## src/design/wrv_pkg.sv

```systemverilog
`default_nettype none

package wrv_pkg;

   // default field formats
   localparam int SAMPLE_BITS_DEFAULT        = 16;
   localparam int MEAN_FRACTION_BITS_DEFAULT = 24;

   // fixed formats of the statistics and the result
   localparam int COUNT_BITS    = 32;
   localparam int M_BITS        = 64;
   localparam int VAR_BITS      = 48;
   localparam int VAR_FRAC_BITS = 16;

   // shared radix-2 divider
   localparam int DIV_BITS      = 64;
   localparam int DIVISOR_BITS  = 32;
   localparam int DIV_STEP_BITS = $clog2(DIV_BITS + 1);

   // sequencer states
   typedef enum logic [3:0] {
      ST_IDLE,
      ST_PREP,
      ST_MAG,
      ST_DIV_MEAN,
      ST_D2,
      ST_MUL,
      ST_ACC,
      ST_VSTART,
      ST_DIV_VAR,
      ST_OUT
   } state_type;

   // divider command and status
   typedef struct packed {
      logic                     start;
      logic [DIV_STEP_BITS-1:0] steps;
   } div_cmd_type;

   typedef struct packed {
      logic busy;
      logic done;
   } div_status_type;

endpackage

`default_nettype wire

```

## src/design/wrv_divider.sv

```systemverilog
`default_nettype none

module wrv_divider (
   input  wire logic                              clock,
   input  wire logic                              reset,
   input  wire wrv_pkg::div_cmd_type              div_cmd,
   input  wire logic [wrv_pkg::DIV_BITS-1:0]      dividend,
   input  wire logic [wrv_pkg::DIVISOR_BITS-1:0]  divisor,
   output wrv_pkg::div_status_type                div_status,
   output logic      [wrv_pkg::DIV_BITS-1:0]      quotient
);

   localparam int DivBits = wrv_pkg::DIV_BITS;
   localparam int DvsBits = wrv_pkg::DIVISOR_BITS;

   logic                              busy_ff, busy_in;
   logic                              done_ff, done_in;
   logic [wrv_pkg::DIV_STEP_BITS-1:0] cnt_ff, cnt_in;
   logic [DvsBits-1:0]                rem_ff, rem_in;
   logic [DivBits-1:0]                dq_ff, dq_in;
   logic [DvsBits-1:0]                dvs_ff, dvs_in;
   logic [DvsBits+1:0]                trial;
   logic                              ge;

   // one restoring step: shift in the next dividend bit and try the divisor
   assign trial = {1'b0, rem_ff, dq_ff[DivBits-1]} - {2'b00, dvs_ff};
   assign ge    = !trial[DvsBits+1];

   always_comb begin
      busy_in = busy_ff;
      done_in = 1'b0;
      cnt_in  = cnt_ff;
      rem_in  = rem_ff;
      dq_in   = dq_ff;
      dvs_in  = dvs_ff;
      if (div_cmd.start) begin
         busy_in = 1'b1;
         cnt_in  = div_cmd.steps;
         rem_in  = '0;
         dq_in   = dividend;
         dvs_in  = divisor;
      end else if (busy_ff) begin
         rem_in = ge ? trial[DvsBits-1:0] : {rem_ff[DvsBits-2:0], dq_ff[DivBits-1]};
         dq_in  = {dq_ff[DivBits-2:0], ge};
         cnt_in = cnt_ff - 1'b1;
         if (cnt_ff == 1) begin
            busy_in = 1'b0;
            done_in = 1'b1;
         end
      end
   end

   // control registers
   always_ff @(posedge clock) begin
      if (reset) begin
         busy_ff <= 1'b0;
         done_ff <= 1'b0;
         cnt_ff  <= '0;
      end else begin
         busy_ff <= busy_in;
         done_ff <= done_in;
         cnt_ff  <= cnt_in;
      end
   end

   // remainder, dividend/quotient shift register, divisor
   always_ff @(posedge clock) begin
      rem_ff <= rem_in;
      dq_ff  <= dq_in;
      dvs_ff <= dvs_in;
   end

   assign div_status.busy = busy_ff;
   assign div_status.done = done_ff;
   assign quotient        = dq_ff;

endmodule

`default_nettype wire

```

## src/design/welford_running_variance_unit.sv

```systemverilog
// channel  dir  tdata                        tuser
// req      in   sample (signed)              series_start
// rsp      out  variance (unsigned Q32.16)   variance_valid, saturated
//
// a result is loaded into the output register after its sample runs through each step
// and the sequencer goes back to idle for the next sample; the first sample of a
// series skips the variance divide, and the mean-step divide, deviation multiply
// and 64-step variance divide run one bit a cycle
// reset clears count, mean and sum of squares and empties the output register.
// a new sample is taken while the last result waits; a stalled result holds the next one
`default_nettype none

module welford_running_variance_unit #(
   parameter int SAMPLE_BITS        = wrv_pkg::SAMPLE_BITS_DEFAULT,
   parameter int MEAN_FRACTION_BITS = wrv_pkg::MEAN_FRACTION_BITS_DEFAULT
) (
   input  wire logic                                 clock,
   input  wire logic                                 reset,
   input  wire logic                                 req_tvalid,
   output logic                                      req_tready,
   // sample
   input  wire logic [((SAMPLE_BITS+7)/8)*8-1:0]     req_tdata,
   // series_start
   input  wire logic                                 req_tuser,
   output logic                                      rsp_tvalid,
   input  wire logic                                 rsp_tready,
   // variance
   output logic      [wrv_pkg::VAR_BITS-1:0]         rsp_tdata,
   // variance_valid, saturated
   output logic      [1:0]                           rsp_tuser
);

   localparam int MW       = SAMPLE_BITS + MEAN_FRACTION_BITS;
   localparam int DW       = MW + 1;
   localparam int PW       = 2 * DW;
   localparam int MBits    = wrv_pkg::M_BITS;
   localparam int EW       = (PW > MBits) ? PW : MBits;
   localparam int PS       = 2 * MEAN_FRACTION_BITS - wrv_pkg::VAR_FRAC_BITS;
   localparam int CBits    = wrv_pkg::COUNT_BITS;
   localparam int VBits    = wrv_pkg::VAR_BITS;
   localparam int DivBits  = wrv_pkg::DIV_BITS;
   localparam int StepBits = wrv_pkg::DIV_STEP_BITS;
   localparam int MulBits  = $clog2(DW + 1);

   wrv_pkg::state_type state_ff, state_in;

   logic [CBits-1:0]   count_ff, count_in;
   logic [MW-1:0]      mean_ff, mean_in;
   logic [MBits-1:0]   m_ff, m_in;
   logic [MW-1:0]      xq_ff, xq_in;
   logic [DW-1:0]      d1_ff, d1_in;
   logic [DW-1:0]      d1_mag_ff, d1_mag_in;
   logic [PW-1:0]      prod_ff, prod_in;
   logic [MulBits-1:0] mul_cnt_ff, mul_cnt_in;
   logic               sat_ff, sat_in;
   logic               valid_ff, valid_in;
   logic [VBits-1:0]   var_ff, var_in;
   logic               rsp_valid_ff, rsp_valid_in;
   logic [VBits-1:0]   rsp_data_ff, rsp_data_in;
   logic [1:0]         rsp_user_ff, rsp_user_in;

   wrv_pkg::div_cmd_type    div_cmd;
   wrv_pkg::div_status_type div_status;
   logic [DivBits-1:0]      div_dividend;
   logic [CBits-1:0]        div_divisor;
   logic [DivBits-1:0]      div_quotient;

   logic               accept;
   logic [CBits-1:0]   count_base;
   logic [MW-1:0]      mean_step;
   logic [DW-1:0]      q_mean;
   logic [DW:0]        mul_sum;
   logic [EW-1:0]      prod_ext;
   logic [EW-1:0]      prod_shift;
   logic               prod_over;
   logic [MBits:0]     m_sum;

   assign accept = req_tvalid && req_tready;

   // product scaled to Q.16 and added to the sum of squares
   assign prod_ext   = EW'(prod_ff);
   assign prod_shift = prod_ext >> PS;
   assign prod_over  = (prod_ext >> (PS + MBits)) != '0;
   assign m_sum      = {1'b0, m_ff} + {1'b0, prod_shift[MBits-1:0]};

   // shift-and-add step of the deviation product
   assign mul_sum = {1'b0, prod_ff[PW-1:DW]} + {1'b0, d1_mag_ff};

   // truncated mean step with the sign of the first deviation
   assign q_mean    = div_quotient[DW-1:0];
   assign mean_step = d1_ff[DW-1] ? MW'(~q_mean) : MW'(q_mean);

   // count base after an optional series restart
   assign count_base = req_tuser ? '0 : count_ff;

   // sequencer and datapath next values
   always_comb begin
      state_in     = state_ff;
      count_in     = count_ff;
      mean_in      = mean_ff;
      m_in         = m_ff;
      xq_in        = xq_ff;
      d1_in        = d1_ff;
      d1_mag_in    = d1_mag_ff;
      prod_in      = prod_ff;
      mul_cnt_in   = mul_cnt_ff;
      sat_in       = sat_ff;
      valid_in     = valid_ff;
      var_in       = var_ff;
      rsp_valid_in = rsp_valid_ff && !rsp_tready;
      rsp_data_in  = rsp_data_ff;
      rsp_user_in  = rsp_user_ff;
      div_cmd      = '0;
      div_dividend = '0;
      div_divisor  = '0;
      req_tready   = 1'b0;

      case (state_ff)
         wrv_pkg::ST_IDLE: begin
            req_tready = 1'b1;
            if (accept) begin
               xq_in    = {req_tdata[SAMPLE_BITS-1:0], {MEAN_FRACTION_BITS{1'b0}}};
               sat_in   = &count_base;
               count_in = (&count_base) ? count_base : count_base + 1'b1;
               if (req_tuser) begin
                  mean_in = '0;
                  m_in    = '0;
               end
               state_in = wrv_pkg::ST_PREP;
            end
         end
         wrv_pkg::ST_PREP: begin
            d1_in    = {xq_ff[MW-1], xq_ff} - {mean_ff[MW-1], mean_ff};
            state_in = wrv_pkg::ST_MAG;
         end
         wrv_pkg::ST_MAG: begin
            d1_mag_in     = d1_ff[DW-1] ? (~d1_ff + 1'b1) : d1_ff;
            div_cmd.start = 1'b1;
            div_cmd.steps = StepBits'(DW);
            div_dividend  = {d1_mag_in, {(DivBits-DW){1'b0}}};
            div_divisor   = count_ff;
            state_in      = wrv_pkg::ST_DIV_MEAN;
         end
         wrv_pkg::ST_DIV_MEAN: begin
            if (div_status.done) begin
               mean_in  = mean_ff + mean_step + MW'(d1_ff[DW-1]);
               state_in = wrv_pkg::ST_D2;
            end
         end
         wrv_pkg::ST_D2: begin
            // the second deviation keeps the sign of the first
            if (d1_ff[DW-1]) begin
               prod_in = {{DW{1'b0}}, {mean_ff[MW-1], mean_ff} - {xq_ff[MW-1], xq_ff}};
            end else begin
               prod_in = {{DW{1'b0}}, {xq_ff[MW-1], xq_ff} - {mean_ff[MW-1], mean_ff}};
            end
            mul_cnt_in = MulBits'(DW);
            state_in   = wrv_pkg::ST_MUL;
         end
         wrv_pkg::ST_MUL: begin
            if (prod_ff[0]) begin
               prod_in = {mul_sum, prod_ff[DW-1:1]};
            end else begin
               prod_in = {1'b0, prod_ff[PW-1:1]};
            end
            mul_cnt_in = mul_cnt_ff - 1'b1;
            if (mul_cnt_ff == 1) begin
               state_in = wrv_pkg::ST_ACC;
            end
         end
         wrv_pkg::ST_ACC: begin
            m_in     = (prod_over || m_sum[MBits]) ? '1 : m_sum[MBits-1:0];
            state_in = wrv_pkg::ST_VSTART;
         end
         wrv_pkg::ST_VSTART: begin
            sat_in = sat_ff | (&m_ff);
            if (count_ff != 1) begin
               valid_in      = 1'b1;
               div_cmd.start = 1'b1;
               div_cmd.steps = StepBits'(DivBits);
               div_dividend  = m_ff;
               div_divisor   = count_ff - 1'b1;
               state_in      = wrv_pkg::ST_DIV_VAR;
            end else begin
               valid_in = 1'b0;
               var_in   = '0;
               state_in = wrv_pkg::ST_OUT;
            end
         end
         wrv_pkg::ST_DIV_VAR: begin
            if (div_status.done) begin
               if (|div_quotient[DivBits-1:VBits]) begin
                  var_in = '1;
                  sat_in = 1'b1;
               end else begin
                  var_in = div_quotient[VBits-1:0];
               end
               state_in = wrv_pkg::ST_OUT;
            end
         end
         wrv_pkg::ST_OUT: begin
            if (!rsp_valid_ff || rsp_tready) begin
               rsp_valid_in = 1'b1;
               rsp_data_in  = var_ff;
               rsp_user_in  = {sat_ff, valid_ff};
               state_in     = wrv_pkg::ST_IDLE;
            end
         end
         default: begin
            state_in = wrv_pkg::ST_IDLE;
         end
      endcase
   end

   // state register
   always_ff @(posedge clock) begin
      if (reset) begin
         state_ff <= wrv_pkg::ST_IDLE;
      end else begin
         state_ff <= state_in;
      end
   end

   // statistics and control registers
   always_ff @(posedge clock) begin
      if (reset) begin
         count_ff     <= '0;
         mean_ff      <= '0;
         m_ff         <= '0;
         mul_cnt_ff   <= '0;
         rsp_valid_ff <= 1'b0;
      end else begin
         count_ff     <= count_in;
         mean_ff      <= mean_in;
         m_ff         <= m_in;
         mul_cnt_ff   <= mul_cnt_in;
         rsp_valid_ff <= rsp_valid_in;
      end
   end

   // working and output registers
   always_ff @(posedge clock) begin
      xq_ff       <= xq_in;
      d1_ff       <= d1_in;
      d1_mag_ff   <= d1_mag_in;
      prod_ff     <= prod_in;
      sat_ff      <= sat_in;
      valid_ff    <= valid_in;
      var_ff      <= var_in;
      rsp_data_ff <= rsp_data_in;
      rsp_user_ff <= rsp_user_in;
   end

   wrv_divider u_divider (
      .clock      (clock),
      .reset      (reset),
      .div_cmd    (div_cmd),
      .dividend   (div_dividend),
      .divisor    (div_divisor),
      .div_status (div_status),
      .quotient   (div_quotient)
   );

   assign rsp_tvalid = rsp_valid_ff;
   assign rsp_tdata  = rsp_data_ff;
   assign rsp_tuser  = rsp_user_ff;

`ifndef SYNTHESIS
   // divider is never left running while the sequencer waits for a sample
   assert property (@(posedge clock) disable iff (reset)
      state_ff == wrv_pkg::ST_IDLE |-> !div_status.busy)
      else $error("divider busy while idle");

   // the first sample of a series carries a zero variance
   assert property (@(posedge clock) disable iff (reset)
      rsp_tvalid && !rsp_tuser[0] |-> rsp_tdata == '0)
      else $error("variance not zero on first sample");

   // a series restart leaves a count of one
   assert property (@(posedge clock) disable iff (reset)
      accept && req_tuser |=> count_ff == 1)
      else $error("count not one after series start");

   // multiply never runs with an exhausted bit counter
   assert property (@(posedge clock) disable iff (reset)
      state_ff == wrv_pkg::ST_MUL |-> mul_cnt_ff != 0)
      else $error("multiply counter underflow");
`endif

endmodule

`default_nettype wire

```

## config.mk

```make
export PLATFORM = sky130hd
export DESIGN_NAME = welford_running_variance_unit
export DESIGN_NICKNAME = d
export VERILOG_FILES = /design/src/design/wrv_pkg.sv /design/src/design/wrv_divider.sv /design/src/design/welford_running_variance_unit.sv
export SDC_FILE = /design/constraint.sdc
export NUM_CORES = 2
export LEC_CHECK = 0
export BUFFER_PORTS_ARGS = -buffer_cell sky130_fd_sc_hd__buf_2
export CAP_MARGIN = 10
export CORE_UTILIZATION = 57
export DETAILED_ROUTE_END_ITERATION = 10
export PLACE_DENSITY = 0.72
export SYNTH_ARGS = -nofsm -noshare
export SYNTH_HDL_FRONTEND = slang
export SYNTH_SLANG_ARGS = --single-unit
```

## constraint.sdc

```tcl
create_clock -name clock -period 8.5 [get_ports clock]
set_clock_uncertainty 0.05 [all_clocks]
set_input_delay 0.425 -clock clock [delete_from_list [all_inputs] [get_ports clock]]
set_output_delay 0.425 -clock clock [all_outputs]
set_load 0.03 [all_outputs]
```

==> PnR_summary.wiki <==
{| class="wikitable"
! Metric !! Value
|-
| Status || finished, final reports clean
|-
| Overall power of the completed layout || 12.6 mW
|-
| Arrival time at the worst endpoint || 5.18 ns
|-
| CP dominant cell by count || sky130_fd_sc_hd__o21ai_0
|-
| Req. time, crit path || 8.95 ns
|-
| Slew Viols, Final || 0
|-
| Core area || 61600 um2
|-
| Leftover overflow at the end of global routing || 0
|-
| Clk sink count || 564
|-
| Wire length reported by the detailed router || 100000 um
|-
| Worst setup SP type || register
|-
| Vias in the first global route || 27000
|-
| Flop and latch count out of synthesis || 564
|-
| Worst hold slack after final layout || 0.234 ns
|-
| Quantity of I/O buffers inserted on ports || 72
|-
| Die ar. || 63300 um2
|-
| Layout Area Growth over Synthesis || 8.71%
|-
| Category of the worst setup path capture point || register
|-
| Finish-stage setup viols || 0
|-
| Worst ir drop on vdd || 224 uV
|-
| Top library cells by usage in the layout, fill and taps aside || sky130_fd_sc_hd__nand2_1 (397), sky130_fd_sc_hd__nor2_1 (396), sky130_fd_sc_hd__edfxtp_1 (376)
|-
| Core occupancy in the finished layout || 0.626
|-
| Unrepaired setup endpoints after global routing || false
|-
| Placer congestion estimate || 0.946
|-
| Max capacitance violation total || 0
|-
| Crit path time final || 4.73 ns
|-
| Number of enable-type register cells in the synthesized netlist || 376
|-
| Average detailed-routed wire length per instance || 21.1 um
|-
| Fraction of layout cells with a size suffix above 1 || 0.0669
|-
| Detail Placement HPWL || 72000 um
|-
| Worst-case headroom to the max-slew limit || 0.258
|-
| Power per cell area || 328 nW/um2
|-
| Wire length of the first global-routing pass || 154000 um
|-
| Post-detailed-route via-to-cell ratio || 6.27
|-
| Reg2reg path depth || 13
|-
| Peak fanout along the critical path || 76
|-
| Remaining number of nets flagged by the antenna check after routing || 0
|-
| Floorplan die width || 252 um
|-
| Die height || 252 um
|-
| Detailed-route via count || 29800
|-
| Sequential-to-total area share from yosys stat || 0.424
|-
| Max Clock Freq || 0.211 GHz
|-
| Cell Area, Synth || 35500 um2
|-
| Syn Area/Cell || 9.09 um2
|-
| Library cell used as clock root buffer || sky130_fd_sc_hd__clkbuf_16
|-
| Total global routing track utilization || 0.312
|-
| Fill cell instance count of the final layout || 5078
|-
| Number of buffers added by the clock tree synthesis step || 66
|-
| H-Tree Level Count || 3
|-
| I/O Pins || 73
|-
| Largest stage delay, worst path || 0.69 ns
|-
| Warnings, synthesis || 0
|-
| Most frequent standard cell in the layout excluding fill and tap cells || sky130_fd_sc_hd__nand2_1
|-
| Async set-or-reset flop fraction in the synthesized netlist || 0
|-
| Hold Path Cell Cnt || 3
|-
| TritonRoute pass-1 iters || 6
|-
| TritonCTS clock tree || done
|-
| Initial detailed-routing violation count || 3388
|-
| Kind of path behind the tightest hold check || in2reg
|-
| Pin count of the biggest net entering global routing || 87
|-
| Fin. Hold Viols || 0
|-
| Number of nets in the layout || 4095
|-
| Critical-path top delay cell || sky130_fd_sc_hd__buf_4
|-
| Synthesized netlist cell count || 3903
|-
| Critical path cell sequence || buf_4 -> xor2_1 -> ha_1 -> a21oi_1 -> o21ai_0 -> a221oi_1 -> o21ai_0 -> o311ai_0 -> nand2_1 -> a21o_1 -> a311oi_1 -> xnor2_1 -> a22o_1
|-
| Site row count || 91
|-
| Clk slew on worst S/H paths || 0.06 ns
|-
| Final total negative setup slack || 0 ns
|-
| Commonest register cell after synthesis || sky130_fd_sc_hd__edfxtp_1
|-
| Initial Utilization || 0.576
|-
| Post-route fraction of the period consumed by the critical path || 0.557
|-
| Maximum buffer depth of the clock tree || 3
|-
| Static Leakage || 15.4 nW
|-
| Measured slew at the worst slew-check pin || 1.11 ns
|-
| Number of antenna violations at the first check in global routing || 1
|-
| DRC viols || 0
|-
| Number of nets produced by synthesis || 4132
|-
| Synth unique cells || 83
|-
| Start-to-end type of the worst setup path || reg2reg
|-
| Worst-Skew Late Latency || 0.61 ns
|}
## where the power goes
part,switching [mW],total [mW],internal [mW]
Combinational,3.45,5.44,1.99
Sequential,0.600,4.43,3.83
Clock,1.18,2.77,1.59
## per-stage QoR
| stage | cell area (um2) | std cells | setup WS, ns |
|---|---|---|---|
| 5_1_grt | 38600 | 4754 | 3.49 |
| 4_1_cts | 38600 | 4753 | 3.71 |
| 3_5_place_dp | 36300 | 4618 | 3.78 |
| 3_3_place_gp | 36300 | 4618 | 3.90 |
| 2_1_floorplan | 35500 | 3903 | 2.86 |
| 6_report | 38600 | 4755 | 3.77 |
## registers in the layout, summed over array words and instances, names as in the netlist, 2 cells and up
register and cells:
xq_ff 16, u_divider.cnt_ff 7, u_divider.rem_ff 32, u_divider.dvs_ff 32
d1_mag_ff 41, mul_cnt_ff 6, mean_ff 40, count_ff 32
rsp_tuser 2, var_ff 48, prod_ext 82, u_divider.quotient 64
state_ff 4, m_ff 64, rsp_tdata 48, d1_ff 41
## repair_timing
action | CTS | global route
hold buffers | 16 | 0
resized for setup | 0 | 0
hold endpoints to repair | 16 | 0
buffers inserted | 0 | 0
## layer usage
layer / up-vias / part of all wire / routed length (um) / track usage
met5: - / 0 / 0 / 0
met4: 0 / 0.026 / 2610 / 0.0977
met3: 158 / 0.087 / 8720 / 0.0425
met2: 1328 / 0.44 / 43900 / 0.472
met1: 14200 / 0.45 / 45300 / 0.461
li1: 14200 / - / - / -
## cell usage after synthesis (all sizes together), types with 51 or more instances
master    n  area, um2
a22oi    58        440
nor3     89        445
edfxtp  376      11300
nand3    94        470
o21ai   217       1090
clkbuf  198        757
xnor2   176       1540
nand2   403       1520
a21o    117        880
inv     141        529
mux2i    51        510
a21oi   323       1620
dfxtp   188       3760
ha      203       2540
nand4    65        407
xor2    137       1200
a211oi   54        405
nor2    398       1490
## kinds of logic after synthesis
family	synth area share
AO/OA/AOI/OAI	0.193
AND/OR/NAND/NOR	0.175
multiplexers	0.0160
XOR/XNOR	0.0773
flip-flops	0.424
buffers and inverters	0.0401
adder cells (fa/ha/maj)	0.0744
## final timing paths
check | start | end | slack (ns)
min | rsp_tready | rsp_tvalid | 0.23
max reg2reg | d1_ff[40] | mean_ff[35] | 3.77
max | d1_ff[40] | mean_ff[35] | 3.77
min reg2reg | var_ff[17] | rsp_tdata[17] | 0.37
## worst max-delay path, delay by kind of cell, from the launching register on
| family | cells | cell delay [ns] |
|---|---|---|
| buffers and inverters | 1 | 0.69 |
| AOI/OAI and AO/OA | 8 | 2.66 |
| adders and majority gates | 1 | 0.36 |
| DFF | 1 | 0.34 |
| and+or+nand+nor | 1 | 0.22 |
| xor gates and xnor gates | 2 | 0.26 |
## final cells by class
type	instances	area [um2]	share of cell area
Antenna cell	1	2.50	0.0000649
Clock buffer	83	1750	0.0452
Clock inverter	36	335	0.00869
Inverter	142	534	0.0139
Multi-Input combinational cell	2971	19100	0.495
Sequential cell	564	15100	0.390
Tap cell	837	1050	0.0271
Timing Repair Buffer	121	771	0.0200
Note: power is estimated with default switching activity, not from simulation.
